`src/kvt_pkg.sv`:
```
// Shared types and constants of the key/value table.
`default_nettype none

package kvt_pkg;

	localparam int unsigned ENTRIES     = 16;
	localparam int unsigned KEY_BYTES   = 8;
	localparam int unsigned VALUE_BYTES = 8;
	localparam int unsigned WORD_W      = 64;
	localparam int unsigned IDX_W       = (ENTRIES > 1) ? $clog2(ENTRIES) : 1;

	typedef enum logic [1:0] {
		FN_PUT = 2'd0,
		FN_GET = 2'd1,
		FN_DEL = 2'd2,
		FN_CLR = 2'd3
	} func_t;

	typedef enum logic [1:0] {
		ST_OK   = 2'd0,
		ST_FULL = 2'd1,
		ST_MISS = 2'd2
	} status_t;

	// Lookup item walking down the cell row.
	typedef struct packed {
		logic              vld;
		func_t             func;
		logic [WORD_W-1:0] key;
		logic [WORD_W-1:0] value;
		logic              hit;
		logic [WORD_W-1:0] rd_value;
		logic              free_seen;
		logic [IDX_W-1:0]  free_idx;
	} tok_t;

	// Write of a new entry into the lowest free cell after a put misses.
	typedef struct packed {
		logic              en;
		logic [IDX_W-1:0]  idx;
		logic [WORD_W-1:0] key;
		logic [WORD_W-1:0] value;
	} claim_t;

endpackage

`default_nettype wire

```
`src/kvt_cell.sv`:
```
// One table entry: key, value and valid bit, plus one stage of the lookup chain.
`default_nettype none

module kvt_cell
	import kvt_pkg::*;
(
	input  wire logic             clk,
	input  wire logic             arst_n,
	input  wire logic [IDX_W-1:0] idx,
	input  wire tok_t             tok_in,
	input  wire claim_t           claim,
	output tok_t                  tok_out
);

	logic              valid_q;
	logic [WORD_W-1:0] key_q;
	logic [WORD_W-1:0] value_q;
	logic              tok_vld_q;
	tok_t              tok_q;
	tok_t              nxt;
	logic              match;
	logic              claim_hit;

	assign claim_hit = claim.en && (claim.idx == idx);

	always_comb begin
		// earlier cells win on duplicate keys
		match = tok_in.vld && valid_q && !tok_in.hit && (key_q == tok_in.key);
		nxt   = tok_in;
		if (match) begin
			nxt.hit = 1'b1;
			if (tok_in.func == FN_GET) begin
				nxt.rd_value = value_q;
			end
		end
		if (tok_in.vld && !valid_q && !tok_in.free_seen) begin
			nxt.free_seen = 1'b1;
			nxt.free_idx  = idx;
		end
	end

	always_ff @(posedge clk or negedge arst_n) begin
		if (!arst_n) begin
			valid_q   <= 1'b0;
			tok_vld_q <= 1'b0;
		end else begin
			tok_vld_q <= tok_in.vld;
			if (tok_in.vld && tok_in.func == FN_CLR) begin
				valid_q <= 1'b0;
			end else if (match && tok_in.func == FN_DEL) begin
				valid_q <= 1'b0;
			end else if (claim_hit) begin
				valid_q <= 1'b1;
			end
		end
	end

	always_ff @(posedge clk) begin
		tok_q <= nxt;
		if (match && tok_in.func == FN_PUT) begin
			value_q <= tok_in.value;
		end else if (claim_hit) begin
			key_q   <= claim.key;
			value_q <= claim.value;
		end
	end

	always_comb begin
		tok_out     = tok_q;
		tok_out.vld = tok_vld_q;
	end

endmodule

`default_nettype wire

```
`config.mk`:
```
export PLATFORM = sky130hd
export DESIGN_NAME = kvt_cell
export DESIGN_NICKNAME = d
export VERILOG_FILES = /design/src/kvt_pkg.sv /design/src/kvt_cell.sv
export SDC_FILE = /design/constraint.sdc
export NUM_CORES = 1
export LEC_CHECK = 0
export BUFFER_PORTS_ARGS = -buffer_cell sky130_fd_sc_hd__buf_2
export CAP_MARGIN = 40
export CORE_AREA = 3 3 210 212
export CTS_BUF_LIST = sky130_fd_sc_hd__clkbuf_16
export DETAILED_ROUTE_END_ITERATION = 16
export DIE_AREA = 0 0 213 215
export GPL_TIMING_DRIVEN = 0
export PLACE_DENSITY = 0.47
export SYNTH_ARGS = -nofsm -noshare
export SYNTH_HDL_FRONTEND = slang
export SYNTH_SLANG_ARGS = --single-unit
```
`constraint.sdc`:
```
create_clock -name clk -period 4.8 [get_ports clk]
set_clock_uncertainty 0.05 [all_clocks]
set_input_delay 1.44 -clock clk [delete_from_list [all_inputs] [get_ports clk]]
set_output_delay 1.44 -clock clk [all_outputs]
set_load 0.02 [all_outputs]
```
==> reports/metrics.yaml, run 1 <==
worst_setup_path:
  r2r_cells: 9
  start_kind: "input pin"
  path_depth: 10
  critical_path_peak_fanout: 47
  cp_num_buf_inv: 4
  critPathArrivalTime_ps: 4320
  end_kind: "flop"
  critPathTopFamily: "simple AND/OR/NAND/NOR gates"
  worstSetupPathType: "in -> reg"
  required_ps: 4960
  worstPathCellList: "buf_2 > xor2_1 > nor4_1 > nand4_1 > nor3_2 > and4_4 > buf_12 > buf_8 > nand2b_4 > buf_16"
  max_stage_delay_ps: 440
  crit_slowest_cell: "nor3_2"
synth:
  synth_edf_count: 128
  synth.distinct_cells: 28
  synthArstFlopShare_pct: 0.6061
  synthTopCellsByCount: "200 x dfxtp_1, 128 x edfxtp_1, 87 x mux2_2"
  synthFlopType: "dfxtp_1"
  ys_ff_latch: 330
  ys_warn_count: 0
  synth_area_leaders: "dfxtp_1 38%, edfxtp_1 36%, mux2_2 9.3%, xor2_1 5.2%, mux2_4 4.4%"
  yosys.area.top_type_share_pct: 38.02
  syn-num-nets: 923
  syn_area_um2: 10530
  ys_seq_area_share_pct: 74.99
  syn_area_per_cell_um2: 18.06
  synthCells: 583
  yosysMostFrequentCell: "dfxtp_1"
  yosys.area.top_type: "dfxtp_1"
floorplanning:
  die_w_um: 213
  core-area_um2: 42130
  initial_utilization_pct: 24.99
  die_h_um: 215
  dieArea_um2: 45800
  fp-row-count: 75
  ioPinCount: 541
cts:
  clock_sinks: 330
  root_buffer: "clkbuf_16"
  h-tree-depth: 2
  cts_setup_buffers: 0
  clk_path_buf_depth: 3
  numCtsBuffers: 38
  cts_hold_buf: 0
  cts_tree: "built"
  worstSkewPairLatency_ps: 540
  cts_resized: 0
  clk_pin_slew_ps: 60
route:
  vias: 6841
  ant_nets: 0
  routed_wl_mm: 32.78
  wl_per_cell_um: 18.88
  drtPass1Iterations: 4
  drc: 0
  viasPerCell: 3.941
  drt_iter0_markers: 148
power:
  p_total_uw: 6244
  leakagePower_uw: 0.006696
  ir_worst_vdd_v: 0.0002955
  p_per_area_nw_per_um2: 412.3
placed_design:
  gp_congestion: 0.7666
  dp_hpwl_mm: 25.85
  io_buffer_count: 540
  placed_cells: 1665
timing:
  slew_headroom_pct: 71.43
  fmax_mhz: 240.7
  tightest_slew_ps: 426.2
  hold_violations: 0
  drv_slew: 0
  finalSetupViolations: 0
  fin_crit_sh_pct: 86.55
  timing.final.crit_period_ps: 4155
  finalSetupTns_ps: 0
  grt_setup_unrepaired: "false"
finish:
  seqCellArea_um2: 7898
  multi_input_area_um2: 2460
  nNetsFinal: 1506
  final_cells: 1736
  fillCellCount: 4166
  area_growth_pct: 43.79
  drive_gt1_share_pct: 61.00
global_route:
  grt_max_degree: 48
  grt_first_pass_wirelength_mm: 45.75
  grt_pass1_vias: 7430
  grt_overflow: 0
  track_usage_pct: 13.64
  antenna_found_initial: 6
min_path:
  whs_path_depth: 1
  holdCritPathClass: "reg -> reg"
flow_run:
  drv_cap: 0
run_status:
  status: "completed"
final timing paths:
| check | start | endpoint | slack (ps) |
|---|---|---|---|
| setup / recovery | tok_in[195] | value_q[42]$_DFFE_PP_ | 650 |
| hold / removal | value_q[15]$_DFFE_PP_ | tok_out[20]$_DFF_P_ | 390 |
| setup reg to reg | key_q[61]$_DFFE_PP_ | value_q[42]$_DFFE_PP_ | 1340 |
| hold reg to reg | value_q[15]$_DFFE_PP_ | tok_out[20]$_DFF_P_ | 390 |
| max in group asynchronous | arst_n | valid_q$_DFFE_PN0P_ | 3960 |
| min in group asynchronous | arst_n | tok_vld_q$_DFF_PN0_ | 630 |
report_power, final:
group	total, uW	internal [uW]	switching (uW)
combinational	516	234	282
clock	2650	1530	1120
sequential	3070	3040	32.9
cells by family (layout without fill, tap and decap cells):
family	Yosys count	after routing	share of synthesized area, %
buffers and inverters	17	629	1.794
XOR/XNOR	68	68	5.655
AO/OA/AOI/OAI	3	3	0.2139
AND/OR/NAND/NOR	33	33	2.127
flip-flops	330	330	74.99
other	0	2	0
multiplexers	132	132	15.22
sequential cells by signal, indices dropped and copies added, names as in the netlist:
name / count
valid_q: 1
tok_out: 200
value_q: 64
tok_vld_q: 1
key_q: 64
worst reg2reg max path, stage by stage (launching register included):
cell and delay (ps):
edfxtp_1 370, xor2_1 180, nor4_1 400, nand4_1 230
nor3_2 440, and4_4 350, buf_12 180, buf_8 200
nand2b_4 400, buf_16 300
area by class of cell:
type | count | area share [%]
inverter | 3 | 0.07436
antenna | 2 | 0.03305
tap | 539 | 4.453
clock inverter | 28 | 0.8015
buffer | 14 | 1.173
sequential | 330 | 52.15
clock buffer | 41 | 6.775
timing repair buffer | 543 | 18.29
multi-input combinational | 236 | 16.24
per-layer routing:
layer	routed length (um)	track usage, %
met1	12200	14.49
met2	16520	24.54
met3	3301	5.746
met4	711	3.881
met5	51	0
stage by stage:
| stage | worst slack (ps) | util [%] | hold WS (ps) | instance area [um^2] |
|---|---|---|---|---|
| after floorplan | 364.9 | - | 375.1 | 10540 |
| after global placement | -1077 | 33.02 | 378.1 | 13910 |
| after detailed placement | -57.95 | 33.21 | 387.5 | 13990 |
| after CTS | 537.0 | 35.93 | 397.6 | 15140 |
| after global routing | 472.0 | 35.93 | 412.1 | 15140 |
| final | 645.4 | 35.94 | 394.7 | 15140 |
layout by cell type, fill, tap and decap left out, types with 2 or more instances in the layout:
cell type    n
clkinv_2     5
clkinv_1     6
nor3_2       2
mux2_2      87
buf_4        5
xor2_1      62
nor3_1       2
edfxtp_1   128
dfrtp_1      2
inv_6        2
mux2_1      14
nand4_1      4
buf_12       6
buf_6        4
dfxtp_1    200
nand3_1      2
mux2_4      31
xnor2_1      6
diode_2      2
clkbuf_16   41
buf_2      540
nor4_1      14
inv_1       18
(Power assumes the default switching activity.)
==> run 2: changes to the inputs <==
- CORE_AREA: 3 3 210 212 -> 3 3 208 210
- DIE_AREA: 0 0 213 215 -> 0 0 211 213
- PLACE_DENSITY: 0.47 -> 0.49
- clock period: 4.8 -> 3.6 ns (I/O delays scaled with it)
==> reports/metrics.yaml, run 2 (same netlist as run 1, synthesis figures left out) <==
run_status:
  status: "completed"
route:
  viasPerCell: 3.963  # +0.56%
  met3_length_mm: 3.159  # -4.3%
  routed_wl_mm: 32.61  # -0.53%
  route.met2.wl_mm: 16.52  # about the same
  wl_met1_mm: 12.06  # -1.1%
  drt_iter0_markers: 178  # +20%
  drtPass1Iterations: 4  # unchanged
  vias: 6891  # +0.73%
  drc: 0  # unchanged
  wl_per_cell_um: 18.75  # -0.71%
  dr.max_layer_used: "met5"
  ant_nets: 0  # unchanged
power:
  combPwrFrac_pct: 8.2  # about the same
  power.clock.fraction_pct: 42.3  # -0.2 points
  p_per_area_nw_per_um2: 547.3  # +33%
  seqPwrFrac_pct: 49.4  # +0.2 points
  leakagePower_uw: 0.006697  # about the same
  ir_worst_vdd_v: 0.0003681  # +25%
  p_int_uw: 6399  # +33%
  p_total_uw: 8306  # +33%
  p_switching_uw: 1907  # +33%
  switching_share_pct: 22.96  # about the same
finish:
  layout_commonest_cell: "buf_2"
  largest_reg_flops: 200  # unchanged
  postLayoutCellArea_um2: 15180  # +0.21%
  final_cells: 1739  # +0.17%
  area_growth_pct: 44.10
  nNetsFinal: 1507  # +0.066%
  layout_common_cells: "540 x buf_2, 200 x dfxtp_1, 128 x edfxtp_1"
  drive_gt1_share_pct: 61.34  # +0.33 points
timing:
  tightest_slew_ps: 645.5  # +219.2 ps
  fin_crit_sh_pct: 93.50
  fmax_mhz: 297.1
  fin_ws_ps: 234.2  # -411.3 ps
  slew_headroom_pct: 56.85  # -15 points
  drv_slew: 0  # unchanged
  finalSetupViolations: 0  # unchanged
  finalSetupTns_ps: 0  # unchanged
  hold_violations: 0  # unchanged
  grt_setup_unrepaired: "false"
  timing.final.crit_period_ps: 3366
worst_setup_path:
  required_ps: 3760  # -1200 ps
  critical_path_peak_fanout: 32  # -32%
  critPathArrivalTime_ps: 3530  # -790 ps
  worstSetupPathType: "in -> reg"
  reg2reg_slack_ps: 540  # -800 ps
  start_kind: "input pin"
  end_kind: "flop"
cts:
  cts_hold_buf: 0  # unchanged
  numCtsBuffers: 37  # -2.6%
  worstSkewPairLatency_ps: 530  # about the same
  clk_pin_slew_ps: 60  # about the same
  root_buffer: "clkbuf_16"
  clock_sinks: 330  # unchanged
  clk_path_buf_depth: 3  # unchanged
  h-tree-depth: 2  # unchanged
  cts_tree: "built"
global_route:
  grt_pass1_vias: 7258  # -2.3%
  grt_max_degree: 33  # -31%
  grt_overflow: 0  # unchanged
  track_usage_pct: 13.60  # -0.040 points
  grt_first_pass_wirelength_mm: 44.59  # -2.5%
  antenna_found_initial: 10  # +4
flow_run:
  drv_cap: 0  # unchanged
placed_design:
  io_buffer_count: 540  # unchanged
  placed_area_um2: 13990  # unchanged
  preCtsSetupSlack_ps: -878.4  # -820.4 ps
  gp_congestion: 0.7803  # +1.8%
  dp_hpwl_mm: 25.79  # -0.23%
  placed_cells: 1665  # unchanged
floorplanning:
  dieArea_um2: 44940  # -1.9%
  initial_utilization_pct: 25.22  # +0.22 points
  ioPinCount: 541  # unchanged
  die_w_um: 211  # -0.94%
  die_h_um: 213  # -0.93%
  core-area_um2: 41760  # -0.89%
  fp-row-count: 75  # unchanged
min_path:
  holdCritPathClass: "in -> async"
-- run 2: changes by cell type in the layout (fill, tap and decap cells not counted), moves of 2 or more --
cell / previous run / this run
inv_1: 18 / 11
clkinv_1: 6 / 9
diode_2: 2 / 5
clkinv_4: 0 / 2
clkbuf_16: 41 / 39
-- run 2: worst max-delay path, stage by stage --
cell and delay, ps:
buf_2 110, xor2_1 150, nor4_1 350, nand4_1 230, nor3_4 370, and4_4 350
buf_12 170, buf_8 210, nand2b_4 210, buf_12 240
-- run 2: path summary, 6_finish.rpt --
path | start | to | depth (start not counted)
worst min-delay path | arst_n | tok_vld_q$_DFF_PN0_ | 1
max in group asynchronous | arst_n | valid_q$_DFFE_PN0P_ | 1
worst min register to register | value_q[13]$_DFFE_PP_ | tok_out[18]$_DFF_P_ | 1
min in group clk | value_q[13]$_DFFE_PP_ | tok_out[18]$_DFF_P_ | 1
worst max-delay path | tok_in[195] | value_q[32]$_DFFE_PP_ | 10
worst max register to register | key_q[61]$_DFFE_PP_ | value_q[32]$_DFFE_PP_ | 9
-- run 2: area by class of cell --
cell class / count / area, um^2
Clock buffer: 39 / 975.9
Timing Repair Buffer: 544 / 2790
Antenna cell: 5 / 12.51
Sequential cell: 330 / 7898
Tap cell: 539 / 674.4
Multi-Input combinational cell: 237 / 2480
Clock inverter: 28 / 156.4
Fill cell: 4159 / 26580
Inverter: 3 / 11.26
Buffer: 14 / 177.7
-- run 2: power by group through the flow --
stage / logic, uW / clock network [uW] / registers [uW]
2_1_floorplan: 142 / 0 / 4340
3_3_place_gp: 686 / 0 / 4180
3_5_place_dp: 694 / 0 / 4190
4_1_cts: 700 / 3650 / 4110
5_1_grt: 738 / 3780 / 4120
6_report: 685 / 3520 / 4100
-- run 2: what timing repair did --
| action | 4_1_cts | 5_1_grt |
|---|---|---|
| setup endpoints to repair | 64 | 5 |
| resized for setup | 1 | 1 |
| buffers inserted | 1 | 0 |
| gates cloned | 1 | 0 |
-- run 2: layer usage --
layer,GRT usage (%),up-vias
met3,5.245,62
met2,24.19,364
met4,5.543,10
li1,-,3269
met1,14.55,3186
met5,0,-
-- run 2: through the flow --
step	hold slack (ps)	utilization, %
after CTS	232.5	36.30
final	276.3	36.34
after floorplan	375.1	-
after global placement	377.7	33.34
after global routing	247.6	36.34
after detailed placement	385.0	33.50
==> run 3: changes to the inputs <==
- CORE_AREA: 3 3 208 210 -> 3 3 211 213
- CTS_BUF_LIST: sky130_fd_sc_hd__clkbuf_16 -> sky130_fd_sc_hd__clkbuf_2 sky130_fd_sc_hd__clkbuf_4 sky130_fd_sc_hd__clkbuf_8
- DIE_AREA: 0 0 211 213 -> 0 0 214 216
- PLACE_DENSITY: 0.49 -> 0.48
==> reports/metrics.yaml, run 3 (same netlist as run 1, synthesis figures left out) <==
route:
  wl_per_cell_um: 18.26  # -2.6%
  viasPerCell: 3.838  # -3.1%
  drt_iter0_markers: 208  # +17%
  drc: 0  # unchanged
  routed_wl_mm: 33.28  # +2.1%
  drtPass1Iterations: 4  # unchanged
  vias: 6997  # +1.5%
  ant_nets: 0  # unchanged
timing:
  grt_setup_unrepaired: "false"
  finalSetupViolations: 0  # unchanged
  tightest_slew_ps: 519.6  # -125.9 ps
  fin_crit_sh_pct: 96.12  # +2.6 points
  slew_headroom_pct: 65.27  # +8.4 points
  drv_slew: 0  # unchanged
  whs_ps: 184.4  # -91.82 ps
  fmax_mhz: 289.0  # -2.7%
  hold_violations: 0  # unchanged
  finalSetupTns_ps: 0  # unchanged
  timing.final.crit_period_ps: 3460  # +94.54 ps
worst_setup_path:
  worstSetupPathType: "in -> reg"
  worstPathCellList: "buf_2 > xor2_1 > nor4_1 > clkdlybuf4s15_2 > nand4_1 > nor3_2 > and4_4 > buf_12 > buf_8 > nand2b_2"
  start_kind: "input pin"
  cp_num_buf_inv: 4  # unchanged
  path_depth: 10  # unchanged
  rr_startpoint: "key_q[59]$_DFFE_PP_"
  crit_path_end: "value_q[22]$_DFFE_PP_"
  r2r_cells: 9  # unchanged
  critical_path_peak_fanout: 16  # -50%
  startpoint: "tok_in[193]"
  end_kind: "flop"
  r2r-end: "value_q[22]$_DFFE_PP_"
  max_stage_delay_ps: 470  # +100 ps
  reg2reg_slack_ps: 340  # -200 ps
  critPathTopFamily: "simple AND/OR/NAND/NOR gates"
  required_ps: 3790  # +30 ps
  crit_slowest_cell: "nand2b_2"
  critPathArrivalTime_ps: 3650  # +120 ps
floorplanning:
  die_w_um: 214  # +1.4%
  ioPinCount: 541  # unchanged
  initial_utilization_pct: 24.56  # -0.66 points
  fp-row-count: 76  # +1.3%
  dieArea_um2: 46220  # +2.9%
  die_h_um: 216  # +1.4%
  core-area_um2: 42890  # +2.7%
finish:
  layout_common_cells: "540 x buf_2, 200 x dfxtp_1, 128 x edfxtp_1"
  multi_input_area_um2: 2469  # -0.45%
  area_growth_pct: 45.57
  largest_reg_flops: 200  # unchanged
  postLayoutCellArea_um2: 15330  # +1.0%
  drive_gt1_share_pct: 63.83  # +2.5 points
  seqCellArea_um2: 7898  # unchanged
  layout_commonest_cell: "buf_2"
  nNetsFinal: 1527  # +1.3%
  fillCellCount: 4242  # +2.0%
placed_design:
  dp_hpwl_mm: 26.06  # +1.0%
  gp_congestion: 0.8492  # +8.8%
  placed_area_um2: 14050  # +0.44%
  io_buffer_count: 540  # unchanged
cts:
  cts_hold_buf: 0  # unchanged
  clock_sinks: 330  # unchanged
  clk_path_buf_depth: 3  # unchanged
  clk_pin_slew_ps: 70  # about the same
  numCtsBuffers: 56  # +51%
  worstSkewPairLatency_ps: 610  # +80 ps
  h-tree-depth: 2  # unchanged
  root_buffer: "clkbuf_8"
  cts_tree: "built"
run_status:
  status: "completed"
power:
  ir_worst_vdd_v: 0.0004061  # +10%
  leakagePower_uw: 0.006750  # +0.80%
  p_per_area_nw_per_um2: 548.1  # +0.14%
global_route:
  grt_max_degree: 33  # unchanged
  antenna_found_initial: 8  # -2
  grt_first_pass_wirelength_mm: 47.65  # +6.9%
  grt_pass1_vias: 7574  # +4.4%
  track_usage_pct: 13.91  # +0.31 points
  grt_overflow: 0  # unchanged
min_path:
  holdCritPathClass: "in -> async"
flow_run:
  drv_cap: 0  # unchanged
## run 3: changes by cell type in the layout (fill, tap and decap cells not counted), sizes merged
cell	previous run	this run
clkdlybuf4s15	0	1
clkbuf	39	94
clkinvlp	0	1
clkinv	17	6
inv	13	5
## run 3: worst reg2reg max path: cells and delay by family, from the launching register on
kind	cells	cell delay [ps]
XOR/XNOR	1	160
buffers and inverters	3	660
AND/OR/NAND/NOR	5	1640
flip-flops	1	390
## run 3: worst min-delay path by stage
| stage | from | slack (ps) | endpoint | depth (start not counted) |
|---|---|---|---|---|
| final | arst_n | 180 | valid_q$_DFFE_PN0P_ | 1 |
| after global routing | arst_n | 110 | valid_q$_DFFE_PN0P_ | 1 |
| after CTS | arst_n | 110 | valid_q$_DFFE_PN0P_ | 1 |
| after detailed placement | value_q[12]$_DFFE_PP_ | 390 | tok_out[17]$_DFF_P_ | 1 |
| after global placement | value_q[13]$_DFFE_PP_ | 380 | tok_out[18]$_DFF_P_ | 1 |
| after floorplan | value_q[10]$_DFFE_PP_ | 380 | tok_out[15]$_DFF_P_ | 1 |
## run 3: metal layers
metal / global-route usage, % / up-vias / part of all wire [%]
met5: 0 / - / 0.17
li1: - / 3325 / -
met4: 5.894 / 8 / 3.1
met3: 6.069 / 80 / 9.9
met1: 14.84 / 3193 / 38
met2: 24.09 / 391 / 49
## run 3: area by class of cell
class	instances	area share, %
sequential	330	51.51
timing repair buffer	545	18.22
multi-input combinational	237	16.10
clock buffer	94	7.541
tap	585	4.774
buffer	14	1.159
clock inverter	10	0.5305
antenna	5	0.08161
inverter	3	0.07345
## run 3: where the power goes
group          leakage [uW]  total [uW]  internal (uW)  switching, uW
Sequential          0.00287        4100           4060           45.0
Clock              0.000663        3610           2090           1520
Combinational       0.00322         692            314            378
Total               0.00675        8400           6460           1940
## run 3: through the flow
stage,setup slack [ps],power (uW),instances,utilization (%)
finish,139.6,8403,1823,35.75
global route,22.33,8789,1820,35.73
CTS,71.53,8571,1818,35.72
detailed placement,-962.0,4885,1712,32.77
global placement,-1455,4873,1708,32.60
floorplan,126.0,4479,583,-
## run 3: timing repair
| item | CTS | global route |
|---|---|---|
| resized for setup | 0 | 0 |
| endpoints found under the setup margin | 56 | 0 |
| buffers inserted | 1 | 0 |
